**src/rtl/core/brle_pkg.sv**
```systemverilog
package brle_pkg;

  // Configuration port
  localparam int CFG_IDX_W  = 2;
  localparam int CFG_DATA_W = 13;

  localparam logic [CFG_IDX_W-1:0] REG_NIBBLE_MODE  = 2'd0;
  localparam logic [CFG_IDX_W-1:0] REG_IMAGE_WIDTH  = 2'd1;
  localparam logic [CFG_IDX_W-1:0] REG_IMAGE_HEIGHT = 2'd2;

  // Default for the top-level size parameter
  localparam int MAX_DIM_DEF = 4096;

  // Escape codes after a zero byte
  localparam logic [7:0] ESC_EOL   = 8'd0;
  localparam logic [7:0] ESC_EOB   = 8'd1;
  localparam logic [7:0] ESC_DELTA = 8'd2;

  localparam logic [7:0] NIBBLE_MASK = 8'h0F;

  typedef enum logic [2:0] {
    PH_FIRST = 3'd0,
    PH_RUN   = 3'd1,
    PH_ESC   = 3'd2,
    PH_DX    = 3'd3,
    PH_DY    = 3'd4,
    PH_LIT   = 3'd5,
    PH_PAD   = 3'd6
  } phase_t;

  typedef struct packed {
    logic                  nibble_mode;
    logic [CFG_DATA_W-1:0] image_width;
    logic [CFG_DATA_W-1:0] image_height;
  } cfg_t;

  typedef struct packed {
    logic [11:0] row;
    logic [11:0] column;
    logic [7:0]  run_count;
    logic [7:0]  even_index;
    logic [7:0]  odd_index;
    logic        finished;
  } res_t;

  typedef struct packed {
    logic stream_done;
  } stat_t;

endpackage

```
**src/rtl/core/brle_if.sv**
```systemverilog
interface brle_in_if;
  logic       valid;
  logic       ready;
  logic [7:0] data_byte;
  logic       final_byte;

  modport source (output valid, output data_byte, output final_byte, input ready);
  modport sink   (input valid, input data_byte, input final_byte, output ready);
endinterface

interface brle_out_if;
  logic        valid;
  logic        ready;
  logic [11:0] row;
  logic [11:0] column;
  logic [7:0]  run_count;
  logic [7:0]  even_index;
  logic [7:0]  odd_index;
  logic        finished;

  modport source (output valid, output row, output column, output run_count,
                  output even_index, output odd_index, output finished, input ready);
  modport sink   (input valid, input row, input column, input run_count,
                  input even_index, input odd_index, input finished, output ready);
endinterface

```
**src/rtl/core/brle_cfg_regs.sv**
```systemverilog
module brle_cfg_regs (
  input  logic                                 clk,
  input  logic                                 rst_n,
  input  logic                                 cfg_we,
  input  logic [brle_pkg::CFG_IDX_W-1:0]       cfg_index,
  input  logic [brle_pkg::CFG_DATA_W-1:0]      cfg_wdata,
  output brle_pkg::cfg_t                       cfg
);

  brle_pkg::cfg_t cfg_r;

  always_ff @(posedge clk) begin
    if (!rst_n) begin
      cfg_r.nibble_mode  <= 1'b0;
      cfg_r.image_width  <= brle_pkg::CFG_DATA_W'(1);
      cfg_r.image_height <= brle_pkg::CFG_DATA_W'(1);
    end else if (cfg_we) begin
      case (cfg_index)
        brle_pkg::REG_NIBBLE_MODE:  cfg_r.nibble_mode  <= cfg_wdata[0];
        brle_pkg::REG_IMAGE_WIDTH:  cfg_r.image_width  <= cfg_wdata;
        brle_pkg::REG_IMAGE_HEIGHT: cfg_r.image_height <= cfg_wdata;
        default: ;
      endcase
    end
  end

  assign cfg = cfg_r;

endmodule

```
**src/rtl/core/brle_parser.sv**
```systemverilog
module brle_parser #(
  parameter int MAX_DIM = brle_pkg::MAX_DIM_DEF
) (
  input  logic           clk,
  input  logic           rst_n,
  input  brle_pkg::cfg_t cfg,
  input  logic           accept,
  input  logic [7:0]     data_byte,
  input  logic           final_byte,
  output logic           emit,
  output brle_pkg::res_t res,
  output brle_pkg::stat_t stat
);

  localparam int DIM_W = $clog2(MAX_DIM + 1);
  localparam int CFG_W = brle_pkg::CFG_DATA_W;
  localparam int AW    = ((DIM_W > CFG_W) ? DIM_W : CFG_W) + 1;
  localparam logic [AW-1:0]    MAX_A = AW'(MAX_DIM);
  localparam logic [DIM_W-1:0] MAX_D = DIM_W'(MAX_DIM);

  function automatic logic [DIM_W-1:0] sat_add(input logic [DIM_W-1:0] a,
                                               input logic [7:0] b);
    logic [AW-1:0] s;
    s = AW'(a) + AW'(b);
    sat_add = (s > MAX_A) ? MAX_D : s[DIM_W-1:0];
  endfunction

  function automatic logic [7:0] clip_count(input logic [7:0] n,
                                            input logic [DIM_W-1:0] col,
                                            input logic [DIM_W-1:0] width);
    logic [DIM_W-1:0] room;
    room = width - col;
    if (col >= width)
      clip_count = 8'd0;
    else if (AW'(n) < AW'(room))
      clip_count = n;
    else
      clip_count = 8'(room);
  endfunction

  brle_pkg::phase_t phase_r, phase_nxt;
  logic [DIM_W-1:0] row_r, row_nxt;
  logic [DIM_W-1:0] col_r, col_nxt;
  logic [7:0]       held_r, held_nxt;
  logic [7:0]       lit_r, lit_nxt;
  logic             pad_r, pad_nxt;
  logic             done_r, done_nxt;

  logic [AW-1:0]    w_ext, h_ext;
  logic [DIM_W-1:0] ew, eh;
  logic [7:0]       ev, od;
  logic [7:0]       cnt, lit_n;
  logic [8:0]       lit_bytes;
  logic [DIM_W-1:0] seg_row, seg_col;
  logic             done;

  // effective sizes, limited to MAX_DIM
  assign w_ext = AW'(cfg.image_width);
  assign h_ext = AW'(cfg.image_height);
  assign ew    = (w_ext > MAX_A) ? MAX_D : w_ext[DIM_W-1:0];
  assign eh    = (h_ext > MAX_A) ? MAX_D : h_ext[DIM_W-1:0];

  assign ev = cfg.nibble_mode ? {4'd0, data_byte[7:4]} : data_byte;
  assign od = cfg.nibble_mode ? (data_byte & brle_pkg::NIBBLE_MASK) : data_byte;
  assign lit_bytes = cfg.nibble_mode ? ((9'(data_byte) + 9'd1) >> 1) : 9'(data_byte);

  always_comb begin
    phase_nxt = phase_r;
    row_nxt   = row_r;
    col_nxt   = col_r;
    held_nxt  = held_r;
    lit_nxt   = lit_r;
    pad_nxt   = pad_r;
    done_nxt  = done_r;
    emit      = 1'b0;
    res       = '0;
    cnt       = 8'd0;
    lit_n     = 8'd0;
    seg_row   = '0;
    seg_col   = '0;
    done      = 1'b0;

    if (accept && !done_r) begin
      if (row_r >= eh) begin
        // height is no longer above the current row: finish without using the byte
        done_nxt     = 1'b1;
        emit         = 1'b1;
        res.finished = 1'b1;
      end else begin
        case (phase_r)
          brle_pkg::PH_RUN: begin
            seg_row   = row_r;
            seg_col   = col_r;
            cnt       = clip_count(held_r, col_r, ew);
            col_nxt   = sat_add(col_r, held_r);
            phase_nxt = brle_pkg::PH_FIRST;
          end
          brle_pkg::PH_ESC: begin
            if (data_byte == brle_pkg::ESC_EOL) begin
              row_nxt   = sat_add(row_r, 8'd1);
              col_nxt   = '0;
              phase_nxt = brle_pkg::PH_FIRST;
            end else if (data_byte == brle_pkg::ESC_EOB) begin
              done      = 1'b1;
              phase_nxt = brle_pkg::PH_FIRST;
            end else if (data_byte == brle_pkg::ESC_DELTA) begin
              phase_nxt = brle_pkg::PH_DX;
            end else begin
              lit_nxt   = data_byte;
              pad_nxt   = lit_bytes[0];
              phase_nxt = brle_pkg::PH_LIT;
            end
          end
          brle_pkg::PH_DX: begin
            col_nxt   = sat_add(col_r, data_byte);
            phase_nxt = brle_pkg::PH_DY;
          end
          brle_pkg::PH_DY: begin
            row_nxt   = sat_add(row_r, data_byte);
            phase_nxt = brle_pkg::PH_FIRST;
          end
          brle_pkg::PH_LIT: begin
            lit_n = cfg.nibble_mode ? ((lit_r < 8'd2) ? lit_r : 8'd2) : 8'd1;
            if (lit_n > lit_r)
              lit_n = lit_r;
            seg_row = row_r;
            seg_col = col_r;
            cnt     = clip_count(lit_n, col_r, ew);
            col_nxt = sat_add(col_r, lit_n);
            lit_nxt = lit_r - lit_n;
            if (lit_nxt == 8'd0) begin
              phase_nxt = pad_r ? brle_pkg::PH_PAD : brle_pkg::PH_FIRST;
              pad_nxt   = 1'b0;
            end
          end
          brle_pkg::PH_PAD: begin
            phase_nxt = brle_pkg::PH_FIRST;
          end
          default: begin
            // first byte of a pair; unused code lands here too
            if (data_byte == 8'd0) begin
              phase_nxt = brle_pkg::PH_ESC;
            end else begin
              held_nxt  = data_byte;
              phase_nxt = brle_pkg::PH_RUN;
            end
          end
        endcase

        if ((row_nxt >= eh) || final_byte)
          done = 1'b1;
        if (done)
          done_nxt = 1'b1;

        if (cnt != 8'd0) begin
          emit           = 1'b1;
          res.row        = 12'(seg_row);
          res.column     = 12'(seg_col);
          res.run_count  = cnt;
          res.even_index = ev;
          res.odd_index  = od;
          res.finished   = done;
        end else if (done) begin
          emit         = 1'b1;
          res.finished = 1'b1;
        end
      end
    end
  end

  always_ff @(posedge clk) begin
    if (!rst_n) begin
      phase_r <= brle_pkg::PH_FIRST;
      row_r   <= '0;
      col_r   <= '0;
      held_r  <= 8'd0;
      lit_r   <= 8'd0;
      pad_r   <= 1'b0;
      done_r  <= 1'b0;
    end else begin
      phase_r <= phase_nxt;
      row_r   <= row_nxt;
      col_r   <= col_nxt;
      held_r  <= held_nxt;
      lit_r   <= lit_nxt;
      pad_r   <= pad_nxt;
      done_r  <= done_nxt;
    end
  end

  assign stat.stream_done = done_r;

endmodule

```
**src/rtl/core/brle_out_stage.sv**
```systemverilog
module brle_out_stage (
  input  logic              clk,
  input  logic              rst_n,
  input  logic              load,
  input  logic              emit,
  input  brle_pkg::res_t    res_in,
  output logic              in_ready,
  brle_out_if.source        out_ch
);

  logic           valid_r, valid_nxt;
  brle_pkg::res_t data_r;

  // slot is free when empty or being drained this cycle
  assign in_ready = !valid_r || out_ch.ready;

  always_comb begin
    valid_nxt = valid_r;
    if (out_ch.ready)
      valid_nxt = 1'b0;
    if (load && emit)
      valid_nxt = 1'b1;
  end

  always_ff @(posedge clk) begin
    if (!rst_n)
      valid_r <= 1'b0;
    else
      valid_r <= valid_nxt;
  end

  always_ff @(posedge clk) begin
    if (load && emit)
      data_r <= res_in;
  end

  assign out_ch.valid      = valid_r;
  assign out_ch.row        = data_r.row;
  assign out_ch.column     = data_r.column;
  assign out_ch.run_count  = data_r.run_count;
  assign out_ch.even_index = data_r.even_index;
  assign out_ch.odd_index  = data_r.odd_index;
  assign out_ch.finished   = data_r.finished;

endmodule

```
**src/rtl/core/bmp_rle_run_decoder_top.sv**
```systemverilog
// Channel   Dir  Handshake       Beat payload
// in_ch     in   valid/ready     data_byte[7:0], final_byte
// out_ch    out  valid/ready     row[11:0], column[11:0], run_count[7:0],
//                                even_index[7:0], odd_index[7:0], finished
// cfg_*     in   cfg_we          cfg_index[1:0], cfg_wdata[12:0]
//
// One input beat per cycle while out_ch does not stall; a segment appears on out_ch the cycle after its byte.
// Throughput is set by the single parser state update per byte plus one output register.
// in_ch.ready drops only while a result sits in the output register and out_ch stalls.
// Synchronous active-low reset clears parser state and output valid and sets config to its defaults.
// After the end of decoding, bytes are still taken and discarded until reset.
module bmp_rle_run_decoder_top #(
  parameter int MAX_DIM = brle_pkg::MAX_DIM_DEF
) (
  input  logic                            clk,
  input  logic                            rst_n,
  brle_in_if.sink                         in_ch,
  brle_out_if.source                      out_ch,
  input  logic                            cfg_we,
  input  logic [brle_pkg::CFG_IDX_W-1:0]  cfg_index,
  input  logic [brle_pkg::CFG_DATA_W-1:0] cfg_wdata
);

  brle_pkg::cfg_t  cfg;
  brle_pkg::res_t  res;
  brle_pkg::stat_t stat;
  logic            emit;
  logic            in_ready;
  logic            accept;

  assign in_ch.ready = in_ready;
  assign accept      = in_ch.valid && in_ready;

  brle_cfg_regs u_cfg (
    .clk       (clk),
    .rst_n     (rst_n),
    .cfg_we    (cfg_we),
    .cfg_index (cfg_index),
    .cfg_wdata (cfg_wdata),
    .cfg       (cfg)
  );

  // phase tracking, counters and clipping, all in one pass per byte
  brle_parser #(
    .MAX_DIM (MAX_DIM)
  ) u_parser (
    .clk        (clk),
    .rst_n      (rst_n),
    .cfg        (cfg),
    .accept     (accept),
    .data_byte  (in_ch.data_byte),
    .final_byte (in_ch.final_byte),
    .emit       (emit),
    .res        (res),
    .stat       (stat)
  );

  // result register decouples the two sides
  brle_out_stage u_out (
    .clk      (clk),
    .rst_n    (rst_n),
    .load     (accept),
    .emit     (emit),
    .res_in   (res),
    .in_ready (in_ready),
    .out_ch   (out_ch)
  );

  // once decoding has ended and the last result is gone, nothing more comes out
  a_quiet_after_done: assert property (@(posedge clk) disable iff (!rst_n)
    (stat.stream_done && !out_ch.valid) |=> !out_ch.valid)
    else $error("result after end of decoding");

  // an empty segment is only ever the finish marker
  a_zero_count_finished: assert property (@(posedge clk) disable iff (!rst_n)
    (out_ch.valid && out_ch.run_count == 8'd0) |-> out_ch.finished)
    else $error("zero-count segment without finished");

  // finish marker carries cleared position fields
  a_marker_fields: assert property (@(posedge clk) disable iff (!rst_n)
    (out_ch.valid && out_ch.run_count == 8'd0) |->
      (out_ch.row == 12'd0 && out_ch.column == 12'd0 &&
       out_ch.even_index == 8'd0 && out_ch.odd_index == 8'd0))
    else $error("finish marker with non-zero fields");

  // input is held off only by a stalled pending result
  a_ready_cause: assert property (@(posedge clk) disable iff (!rst_n)
    !in_ch.ready |-> (out_ch.valid && !out_ch.ready))
    else $error("input stalled without output back-pressure");

endmodule
```
**src/flat_wrapper.sv**
```systemverilog
// flat-port wrapper written by rule: the top's interface ports become plain ports
module bmp_rle_run_decoder_top_flat 
#(
  parameter int MAX_DIM = brle_pkg::MAX_DIM_DEF
)
  (clk, rst_n, cfg_we, cfg_index, cfg_wdata, in_ch_valid, in_ch_data_byte, in_ch_final_byte, in_ch_ready, out_ch_valid, out_ch_row, out_ch_column, out_ch_run_count, out_ch_even_index, out_ch_odd_index, out_ch_finished, out_ch_ready);
  brle_in_if in_ch_i ();
  brle_out_if out_ch_i ();
  input  logic clk;
  input  logic rst_n;
  input  logic cfg_we;
  input  logic [brle_pkg::CFG_IDX_W-1:0] cfg_index;
  input  logic [brle_pkg::CFG_DATA_W-1:0] cfg_wdata;
  input wire logic [$bits(in_ch_i.valid)-1:0] in_ch_valid;
  input wire logic [$bits(in_ch_i.data_byte)-1:0] in_ch_data_byte;
  input wire logic [$bits(in_ch_i.final_byte)-1:0] in_ch_final_byte;
  output wire logic [$bits(in_ch_i.ready)-1:0] in_ch_ready;
  output wire logic [$bits(out_ch_i.valid)-1:0] out_ch_valid;
  output wire logic [$bits(out_ch_i.row)-1:0] out_ch_row;
  output wire logic [$bits(out_ch_i.column)-1:0] out_ch_column;
  output wire logic [$bits(out_ch_i.run_count)-1:0] out_ch_run_count;
  output wire logic [$bits(out_ch_i.even_index)-1:0] out_ch_even_index;
  output wire logic [$bits(out_ch_i.odd_index)-1:0] out_ch_odd_index;
  output wire logic [$bits(out_ch_i.finished)-1:0] out_ch_finished;
  input wire logic [$bits(out_ch_i.ready)-1:0] out_ch_ready;
  assign in_ch_i.valid = in_ch_valid;
  assign in_ch_i.data_byte = in_ch_data_byte;
  assign in_ch_i.final_byte = in_ch_final_byte;
  assign in_ch_ready = in_ch_i.ready;
  assign out_ch_valid = out_ch_i.valid;
  assign out_ch_row = out_ch_i.row;
  assign out_ch_column = out_ch_i.column;
  assign out_ch_run_count = out_ch_i.run_count;
  assign out_ch_even_index = out_ch_i.even_index;
  assign out_ch_odd_index = out_ch_i.odd_index;
  assign out_ch_finished = out_ch_i.finished;
  assign out_ch_i.ready = out_ch_ready;
  bmp_rle_run_decoder_top #(.MAX_DIM(MAX_DIM)) u_core (.clk(clk), .rst_n(rst_n), .in_ch(in_ch_i), .out_ch(out_ch_i), .cfg_we(cfg_we), .cfg_index(cfg_index), .cfg_wdata(cfg_wdata));
endmodule
```
**config.mk**
```make
export PLATFORM = sky130hd
export DESIGN_NAME = bmp_rle_run_decoder_top_flat
export DESIGN_NICKNAME = d
export VERILOG_FILES = /design/src/rtl/core/brle_pkg.sv /design/src/rtl/core/brle_if.sv /design/src/rtl/core/brle_cfg_regs.sv /design/src/rtl/core/brle_parser.sv /design/src/rtl/core/brle_out_stage.sv /design/src/rtl/core/bmp_rle_run_decoder_top.sv /design/src/flat_wrapper.sv
export SDC_FILE = /design/constraint.sdc
export NUM_CORES = 1
export LEC_CHECK = 0
export BUFFER_PORTS_ARGS = -buffer_cell sky130_fd_sc_hd__buf_4
export CORE_MARGIN = 1.5
export CORE_UTILIZATION = 35
export CTS_CLUSTER_SIZE = 30
export DETAILED_ROUTE_END_ITERATION = 10
export PLACE_DENSITY = 0.51
export SLEW_MARGIN = 20
export SYNTH_ARGS = -nofsm -noshare
export SYNTH_HDL_FRONTEND = slang
export SYNTH_HIERARCHICAL = 1
export SYNTH_SLANG_ARGS = --single-unit
```
**constraint.sdc**
```tcl
create_clock -name clk -period 15.75 [get_ports clk]
set_input_delay 4.725 -clock clk [delete_from_list [all_inputs] [get_ports clk]]
set_output_delay 4.725 -clock clk [all_outputs]
set_load 0.01 [all_outputs]
```
---- Yosys cells after proc, flatten, opt, wreduce, memory -nomap -nowiden ----
Cells that the tools add are included.
storage, ports and cells
  register bits after elaboration ......... 120
  input port bits ......................... 29
  output and inout bits ................... 51
  logic and storage cells ................. 152
cells by class
  add/sub/neg operators ................... 8
  order comparisons ....................... 14
  equal/unequal tests ..................... 15
  mux-type cells .......................... 60
  bitwise operators ....................... 6
  reduce and logical (&&, ||, !) cells .... 31
operators by type and width
  cell                                                                          count
  13-bit two-way mux                                                            11
  8-bit two-way mux                                                             15
  14-bit by 13-bit > comparator with 1-bit output, second input constant        5
  13-bit by 8-bit adder with 14-bit output                                      4
  13-bit case mux with 4 select lines                                           1
  13-bit greater-or-equal comparator                                            3
  8-bit case mux with 2 select lines                                            2
  13-bit > comparator, second input constant                                    2
  8-bit by 13-bit less-than comparator with 1-bit output                        2
  13-bit case mux with 2 select lines                                           1
  1-bit two-way mux                                                             21
  8-bit logical NOT                                                             2
  3-bit two-way mux                                                             5
  13-bit by 1-bit adder with 14-bit output, second input constant               1
  13-bit subtractor                                                             1
  3-bit case mux with 4 select lines                                            1
  2-bit != test, second input constant                                          5
  2-bit AND reduction                                                           5
  3-bit == test, second input constant                                          3
  8-bit by 1-bit == test with 1-bit output, second input constant               1
  8-bit by 2-bit == test with 1-bit output, second input constant               1
  8-bit > comparator                                                            1
  8-bit by 2-bit less-than comparator with 1-bit output, second input constant  1
  4-bit AND reduction                                                           2
  other kinds (24)                                                              38

---- Longest topological paths before layout ----
Gate-level depths: netlist (run 1).
  depth in word-level cells ............... 20
  depth in mapped cells ................... 26
  depth with buffers taken out ............ 25

---- Cells and area by module ----
Netlist (run 1), hierarchy kept.
by module, submodules not included
  module                   instances  cells an instance  area an instance (um^2)  sequential area each (um^2)
  brle_parser              1          1098               7943.9                   940.9
  brle_out_stage           1          54                 1524.0                   1491.4
  brle_cfg_regs            1          105                1061.0                   540.5
  bmp_rle_run_decoder_top  1          1                  6.3                      0.0

---- Worst setup path after synthesis (run 1) ----
No wires, ideal clock.
  path kind ............................... input to output
  from .................................... input port out_ch_ready
  to ...................................... output port in_ch_ready
  data arrival time ....................... 4.864 ns
  required time ........................... 11.025 ns
  path slack .............................. 6.161 ns
  stages on the path ...................... 1
  path buffers ............................ 0
  cells stage by stage .................... nand2b_4
between the ends
  cells in the longest elaborated chain, start to end .. 1
ends and longest elaborated chain
  element           line                  source
  start, declared   flat_wrapper.sv:25    input wire logic [$bits(out_ch_i.ready)-1:0] out_ch_ready;
  1-bit logical OR  brle_out_stage.sv:15  assign in_ready = !valid_r || out_ch.ready;
  end, declared     flat_wrapper.sv:17    output wire logic [$bits(in_ch_i.ready)-1:0] in_ch_ready;
No other way between the ends.

---- Final worst setup path (run 1) ----
  from .................................... input port in_ch_data_byte[1]
  to ...................................... register u_core.u_out.data_r (netlist bit u_core/u_out/out_ch.odd_index[0]) (enable)
between the ends
  cells in the longest elaborated chain, start to end .. 16
  elaborated cells between the ends (all ways) .. 22
  those cells by class .................... add/sub: 1; order compare: 2; eq/ne: 1; mux: 15; reduce/logical: 3
ends and longest elaborated chain
  element                                          line                           source
  start, declared                                  flat_wrapper.sv:15             input wire logic [$bits(in_ch_i.data_byte)-1:0] in_ch_data_byte;
  13-bit by 8-bit adder with 14-bit output         brle_parser.sv:24              s = AW'(a) + AW'(b);
  14-bit by 13-bit > comparator with 1-bit output  brle_parser.sv:25              sat_add = (s > MAX_A) ? MAX_D : s[DIM_W-1:0];
  13-bit two-way mux                               brle_parser.sv:25
  13-bit case mux with 2 select lines              brle_parser.sv:90              case (phase_r)
  13-bit two-way mux                               brle_parser.sv:84              if (row_r >= eh) begin
  13-bit two-way mux                               brle_parser.sv:83              if (accept && !done_r) begin
  13-bit greater-or-equal comparator               brle_parser.sv:150             if ((row_nxt >= eh) || final_byte)
  1-bit logical OR                                 brle_parser.sv:150
  1-bit two-way mux (*)                            brle_parser.sv:150
  1-bit two-way mux (*)                            brle_parser.sv:84
  1-bit two-way mux (*)                            brle_parser.sv:83
  1-bit two-way mux (*)                            brle_parser.sv:163             end else if (done) begin
  1-bit two-way mux (*)                            brle_parser.sv:155             if (cnt != 8'd0) begin
  1-bit two-way mux (*)                            brle_parser.sv:84
  1-bit two-way mux (*)                            brle_parser.sv:83
  named net u_core.emit                            bmp_rle_run_decoder_top.sv:27  logic emit;
  1-bit logical AND (*)                            brle_out_stage.sv:33           if (load && emit)
  end signal, assigned                             brle_out_stage.sv:34           data_r <= res_in;
  end, declared                                    brle_out_stage.sv:12           brle_pkg::res_t data_r;
Mark *: on every way through the listed nets, which the timed path passes. The rest lies on a longest branch. The select of a mux whose other input is x is not followed.
A chain may end at the register's enable or synchronous reset.

==> results of run 1 <==
registers in the layout, indices dropped and copies added, names as in the netlist:
name,cells
u_core/u_out/out_ch.even_index,8
u_core/u_parser/held_r,8
u_core/u_parser/phase_r,3
u_core/u_cfg/cfg,27
u_core/u_out/out_ch.odd_index,8
u_core/u_out/out_ch.column,12
u_core/u_parser/pad_r,1
u_core/u_out/out_ch.row,12
u_core/u_parser/stat,1
u_core/u_parser/row_r,13
u_core/u_out/out_ch.valid,1
u_core/u_out/out_ch.finished,1
u_core/u_parser/lit_r,8
u_core/u_parser/col_r,13
u_core/u_out/out_ch.run_count,8
worst max-delay path, stage by stage:
cell	delay, ns
buf_4	0.13
inv_1	0.13
fa_1	0.48
nor2b_1	0.13
o21ai_0	0.11
a21o_1	0.20
a2111oi_0	0.31
o21ai_0	0.18
a21oi_1	0.68
a221oi_1	0.24
a21oi_1	0.21
ha_1	0.26
o21a_1	0.12
o21a_1	0.16
o21ai_0	0.13
nand2_1	0.07
a21oi_1	0.15
o21ai_0	0.09
nand4_1	0.10
a31oi_1	0.12
a31o_2	0.24
nand2_1	0.10
clkinv_2	0.68
routing by layer:
| metal | up-vias | share of wire (%) | track usage [%] |
|---|---|---|---|
| met1 | 4646 | 48 | 31.9 |
| met5 | - | 0 | 0 |
| met2 | 302 | 45 | 34.3 |
| met3 | 37 | 5.6 | 3.45 |
| li1 | 4760 | - | - |
| met4 | 0 | 1.5 | 5.30 |
layout make-up:
| class | instances | area [µm²] |
|---|---|---|
| clock buffer | 19 | 464 |
| clock inverter | 13 | 103 |
| fill | 3085 | 17700 |
| inverter | 58 | 219 |
| multi-input combinational | 1020 | 7080 |
| sequential | 124 | 2970 |
| tap | 390 | 488 |
| timing repair buffer | 87 | 653 |
placed cells by master, fill, tap and decap left out, drive strengths merged, types with 20 or more instances in the layout:
master  instances
xnor2          27
nor2b          29
nor2          111
mux2i          51
and2           26
dfxtp          75
nand2         126
edfxtp         49
buf            87
a211oi         21
nand2b         20
o21ai          77
ha            101
a21oi          94
nor3           46
inv            62
nand3          22
final timing paths:
| path | start | endpoint | slack, ns |
|---|---|---|---|
| worst max-delay path | in_ch_data_byte[1] | u_core/u_out/out_ch.odd_index[0] | 5.87 |
| worst min-delay path | u_core/u_cfg/cfg[17] | u_core/u_cfg/cfg[17] | 0.46 |
| worst min register to register | u_core/u_cfg/cfg[17] | u_core/u_cfg/cfg[17] | 0.46 |
| worst max register to register | u_core/u_parser/lit_r[1] | u_core/u_out/out_ch.odd_index[0] | 8.53 |
cells by family (layout without fill, tap and decap cells):
family | count (synthesis) | count (layout) | synth area share [%]
DFF | 124 | 124 | 28.2
adders and majority gates | 107 | 107 | 13.1
buffers and inverters | 118 | 177 | 4.82
AOI/OAI and AO/OA | 358 | 358 | 23.7
other | 1 | 5 | 0.0356
xor gates and xnor gates | 42 | 42 | 3.49
and+or+nand+nor | 453 | 453 | 21.3
muxes | 55 | 55 | 5.31
report_power, final:
group	internal [mW]	total (mW)	switching, mW
clock	0.218	0.384	0.166
sequential	0.400	0.470	0.0692
combinational	0.357	0.928	0.571
total	0.976	1.78	0.806
metrics by stage:
stage / power, mW / hold WS (ns) / setup WS (ns)
global route: 1.92 / 0.483 / 5.39
floorplan: 1.11 / 0.430 / 6.16
finish: 1.78 / 0.456 / 5.87
detailed placement: 1.39 / 0.447 / 5.72
CTS: 1.78 / 0.455 / 5.92
global placement: 1.39 / 0.444 / 5.79
==> impl_results.md, run 1 <==
* Placed cell count at 1679
* Clock buffer count from CTS at 17
* Clock sink total at 124
* EDFF count, synth at 49
* Final period util at 62.8%
* Fin nets at ~1400
* GRT Util Overall at approximately 22%
* Arrival @ worst endpoint at 9.78 ns
* Worst-path clk slew at 0.06 ns
* RSZ-0062 raised after global routing: no
* Hold Violations, Final at 0
* Cell Area, Placed at 0.0114 mm²
* Antenna-violating nets left at 0
* Gpl congestion at 0.901
* Routed length per instance at approximately 20 µm
* Synth Flop Type: dfxtp_1
* Hold/Removal Path Class: reg2reg
* PwrDens at between 100 and 150 mW/mm²
* Via count at 9745
* Vias/cell at 5.70
* Final Cell Area at between 0.01 and 0.015 mm²
* First-pass GRT wire length at between 50 and 60 mm
* Largest buffer count on any clock path at 2
* Starting Density at 35.5%
* DRT Pass-1 Iters at 7
* YS warnings at 6
* FMAX at around 0.1 GHz
* Synth area leader: dfxtp_1
* Count leader, synth: nand2_1
* Setup repair bufs after CTS at 0
* Clock skew at 0.0137 ns
* Synth cell count leaders: nand2_1, nor2_1, ha_1
* Proportion of layout cells with a drive suffix above 1 at 12.6%
* Setup TNS at 0 ns
* Ant diodes at 0
* Port bufs at 79
* Synth cell types at 94
* Nature of the critical path endpoint: flip-flop
* CTS resizes at 0
* Seq/Total Area, Yosys at 28.2%
* Rows at 63
* Mean Syn Cell Area at 8.37 µm²
* Setup Viol. Count Final at 0
* Die W at 176 µm
* # IOs at 80
* Yosys reg bits at 124
* WL final at 33.8 mm
* Post-route core utilization at approximately two fifths
* Number of hold buffers added after cts at 0
* Relative slew margins at 27.5%
* Mapped Cells at about 1300
* Ys async rst share at 0%
* Number of global-route vias before repair at a little over 9000
* Slew Limit Fails at 0
* P&R area growth vs syn at 13.8%
* Max Cap Viol at 0
* Initial antenna violation count at 0
* Clock root buffer master: clkbuf_16
* CP required at 15.65 ns
* Peak VDD IR at 0.0836 mV
* Detailed Place HPWL at 25.7 mm
* DRT iter0 DRCs at 818
* Synth top area share at 14.3%
* Reg2Reg Depth at 21
* # DRC at 0
* TritonCTS clock tree: done
* Core area at 0.0296 mm²
* DIE AREA at 0.0312 mm²
* # H-tree levels at 4
* Mapped Area at 0.0105 mm²
* Status: finished, final reports clean
* Critical path type: in2reg
* Worst Hold Depth at 2
* Top cells by area, synth: dfxtp_1, edfxtp_1, ha_1
* Fin cells at 1711
* Leak Pwr at 4.86 nW
* Largest net degree at the start of global routing at 65
* Worst Path Max Fanout at 49
* Worst skew pair latency at between 0.4 and 0.5 ns
* Die Y at 176 µm
* Min Tclk post-route at 9.88 ns
* Grt ovf at 0
* Tightest Pin Transition at approximately 1.1 ns
* CP Launch Type: primary input
Power figures use the tool's default switching activity.
==> inputs of run 2 (changes only) <==
--- a/config.mk
+++ b/config.mk
@@ -10,7 +10,7 @@
 export CORE_UTILIZATION = 35
 export CTS_CLUSTER_SIZE = 30
 export DETAILED_ROUTE_END_ITERATION = 10
-export PLACE_DENSITY = 0.51
+export PLACE_DENSITY = 0.53
 export SLEW_MARGIN = 20
 export SYNTH_ARGS = -nofsm -noshare
 export SYNTH_HDL_FRONTEND = slang
==> constraint.sdc (replaced) <==
create_clock -name clk -period 8 [get_ports clk]
set_input_delay 2.4 -clock clk [delete_from_list [all_inputs] [get_ports clk]]
set_output_delay 2.4 -clock clk [all_outputs]
set_load 0.01 [all_outputs]
==> run 2 against run 1 <==
- cell area up 0.32%
- worst setup slack worse by 4.7 ns
- routed wire length is 1.9% higher
- sequential cell count is the same
- largest power group unchanged
==> impl_results.md, run 2 (synthesis results as in run 1) <==
* TritonCTS clock tree: done
* # DRC at 0 (unchanged)
* GRT Util Overall at 22.3% (+0.12 points)
* DRT Pass-1 Iters at 5 (-2)
* Grt ovf at 0 (unchanged)
* Hold/Removal Path Class: reg2reg
* First-pass GRT wire length at 53.5 mm (+0.44%)
* Setup repair bufs after CTS at 0 (unchanged)
* RSZ-0062 raised after global routing: no
* Port bufs at 79 (unchanged)
* Final period util at 85.0%
* Max FFs per register at 27 (unchanged)
* Fin nets at 1449 (+0.35%)
* Leak Pwr at 4.89 nW (+0.59%)
* Worst Path Max Fanout at 37 (-24%)
* Number of hold buffers added after cts at 0 (unchanged)
* Clock sink total at 124 (unchanged)
* Starting Density at 35.5% (unchanged)
* Clock root buffer master: clkbuf_16
* Min Tclk post-route at 6.80 ns
* CP Launch Type: primary input
* Placed cell count at 1684 (+0.30%)
* Die Y at 176 µm (unchanged)
* Tightest Pin Transition at 0.925 ns (-0.161 ns)
* Met1 Usage GRT at 32.8% (+0.81 points)
* Reg2Reg Depth at 23 (+9.5%)
* Commonest non-fill, non-tap cell in the layout: nand2_1
* CP required at 8.11 ns (-7.54 ns)
* Proportion of layout cells with a drive suffix above 1 at 12.9% (+0.25 points)
* Setup TNS at 0 ns (unchanged)
* Core area at 0.0296 mm² (unchanged)
* Rows at 63 (unchanged)
* Worst-path clk slew at 0.06 ns (about the same)
* Ant diodes at 0 (unchanged)
* Fin cells at 1716 (+0.29%)
* # fillers at 3088 (+0.097%)
* Hold Violations, Final at 0 (unchanged)
* Max Cap Viol at 0 (unchanged)
* Slew Limit Fails at 0 (unchanged)
* Vias/cell at 5.72 (+0.34%)
* PwrDens at 294 mW/mm² (+98%)
* Largest buffer count on any clock path at 2 (unchanged)
* # IOs at 80 (unchanged)
* Number of global-route vias before repair at 9198 (+0.55%)
* DRT iter0 DRCs at 774 (-5.4%)
* Commonest cells after routing, fill and taps aside: nand2_1, nor2_1, ha_1, buf_4, a21oi_1
* P&R area growth vs syn at 14.1%
* Worst skew pair latency at 0.43 ns (about the same)
* FMAX at between 0.1 and 0.15 GHz
* Initial antenna violation count at 1 (+1)
* Clock skew at 0.0125 ns (-0.00123 ns)
* Gpl congestion at 0.907 (+0.69%)
* Detailed Place HPWL at 26.2 mm (+2.1%)
* Routed length per instance at 20.1 µm (+1.6%)
* Critical path type: in2reg
* Clock buffer count from CTS at 17 (unchanged)
* # H-tree levels at 4 (unchanged)
* Peak VDD IR at 0.155 mV (+86%)
* CTS resizes at 0 (unchanged)
* GRT Max-Usage Layer: met2
* Die W at 176 µm (unchanged)
* DIE AREA at 0.0312 mm² (unchanged)
* Arrival @ worst endpoint at 6.91 ns (-2.87 ns)
* Worst Hold Depth at 2 (unchanged)
* Pwr Total at 3.53 mW (+98%)
* Status: finished, final reports clean
* Relative slew margins at 37.9% (+10 points)
* Setup Viol. Count Final at 0 (unchanged)
* Post-route core utilization at 40.6% (+0.13 points)
* Nature of the critical path endpoint: flip-flop
* WL final at 34.5 mm (+1.9%)
* Largest net degree at the start of global routing at 65 (unchanged)
* Met2 Use GR at 34.1% (-0.25 points)
* Met3 Resource Use GR at 2.58% (-0.86 points)
* Antenna-violating nets left at 0 (unchanged)
* Via count at 9807 (+0.64%)
run 2: cell count changes in the layout (fill, tap and decap cells not counted), moves of 2 or more:
cell | previous run | this run
buf_4 | 87 | 91
clkinv_2 | 3 | 1
inv_4 | 2 | 4
inv_6 | 4 | 6
run 2: power by group:
part / switching (mW) / internal [mW]
Sequential: 0.139 / 0.785
Combinational: 1.13 / 0.711
Clock: 0.328 / 0.435
Total: 1.60 / 1.93
run 2: cell type report:
cell class,instances,area (µm²),area share [%]
multi-input combinational,1020,7080,58.9
tap,390,488,4.06
clock inverter,14,130,1.08
inverter,58,218,1.81
sequential,124,2970,24.7
timing repair buffer,92,703,5.85
clock buffer,18,430,3.58
run 2: final timing paths:
| kind | start | end | slack, ns |
|---|---|---|---|
| max reg2reg | u_core/u_parser/lit_r[1] | u_core/u_parser/col_r[11] | 1.22 |
| max | in_ch_data_byte[0] | u_core/u_out/out_ch.odd_index[1] | 1.20 |
| min reg2reg | u_core/u_cfg/cfg[15] | u_core/u_cfg/cfg[15] | 0.45 |
| min | u_core/u_cfg/cfg[15] | u_core/u_cfg/cfg[15] | 0.45 |
run 2: layer usage:
layer	vias up	part of all wire (%)
li1	4774	-
met1	4676	50
met2	320	44
met3	37	5.1
met4	0	1.6
met5	-	0
run 2: metrics by stage:
stage | cell area (µm²) | setup slack, ns | hold slack (ns)
floorplan | 10600 | 0.862 | 0.430
global placement | 11500 | 0.905 | 0.445
detailed placement | 11500 | 0.806 | 0.445
global route | 12000 | 0.648 | 0.482
CTS | 12000 | 1.25 | 0.459
finish | 12000 | 1.20 | 0.454
run 2: critical path: stages:
cell	delay, ns
buf_4	0.12
ha_1	0.17
inv_1	0.06
fa_1	0.40
nor2b_1	0.12
o21ai_0	0.10
a21o_1	0.19
a21o_1	0.25
o21ai_0	0.25
a21oi_1	0.10
buf_4	0.19
a221oi_1	0.34
a21oi_1	0.14
ha_1	0.31
o21a_1	0.12
o21a_1	0.10
o21ai_0	0.06
nand2_1	0.06
a21oi_1	0.06
o21ai_0	0.18
nand4_1	0.13
a31oi_1	0.24
a31o_2	0.15
nand2_1	0.08
inv_2	0.29
buf_12	0.25
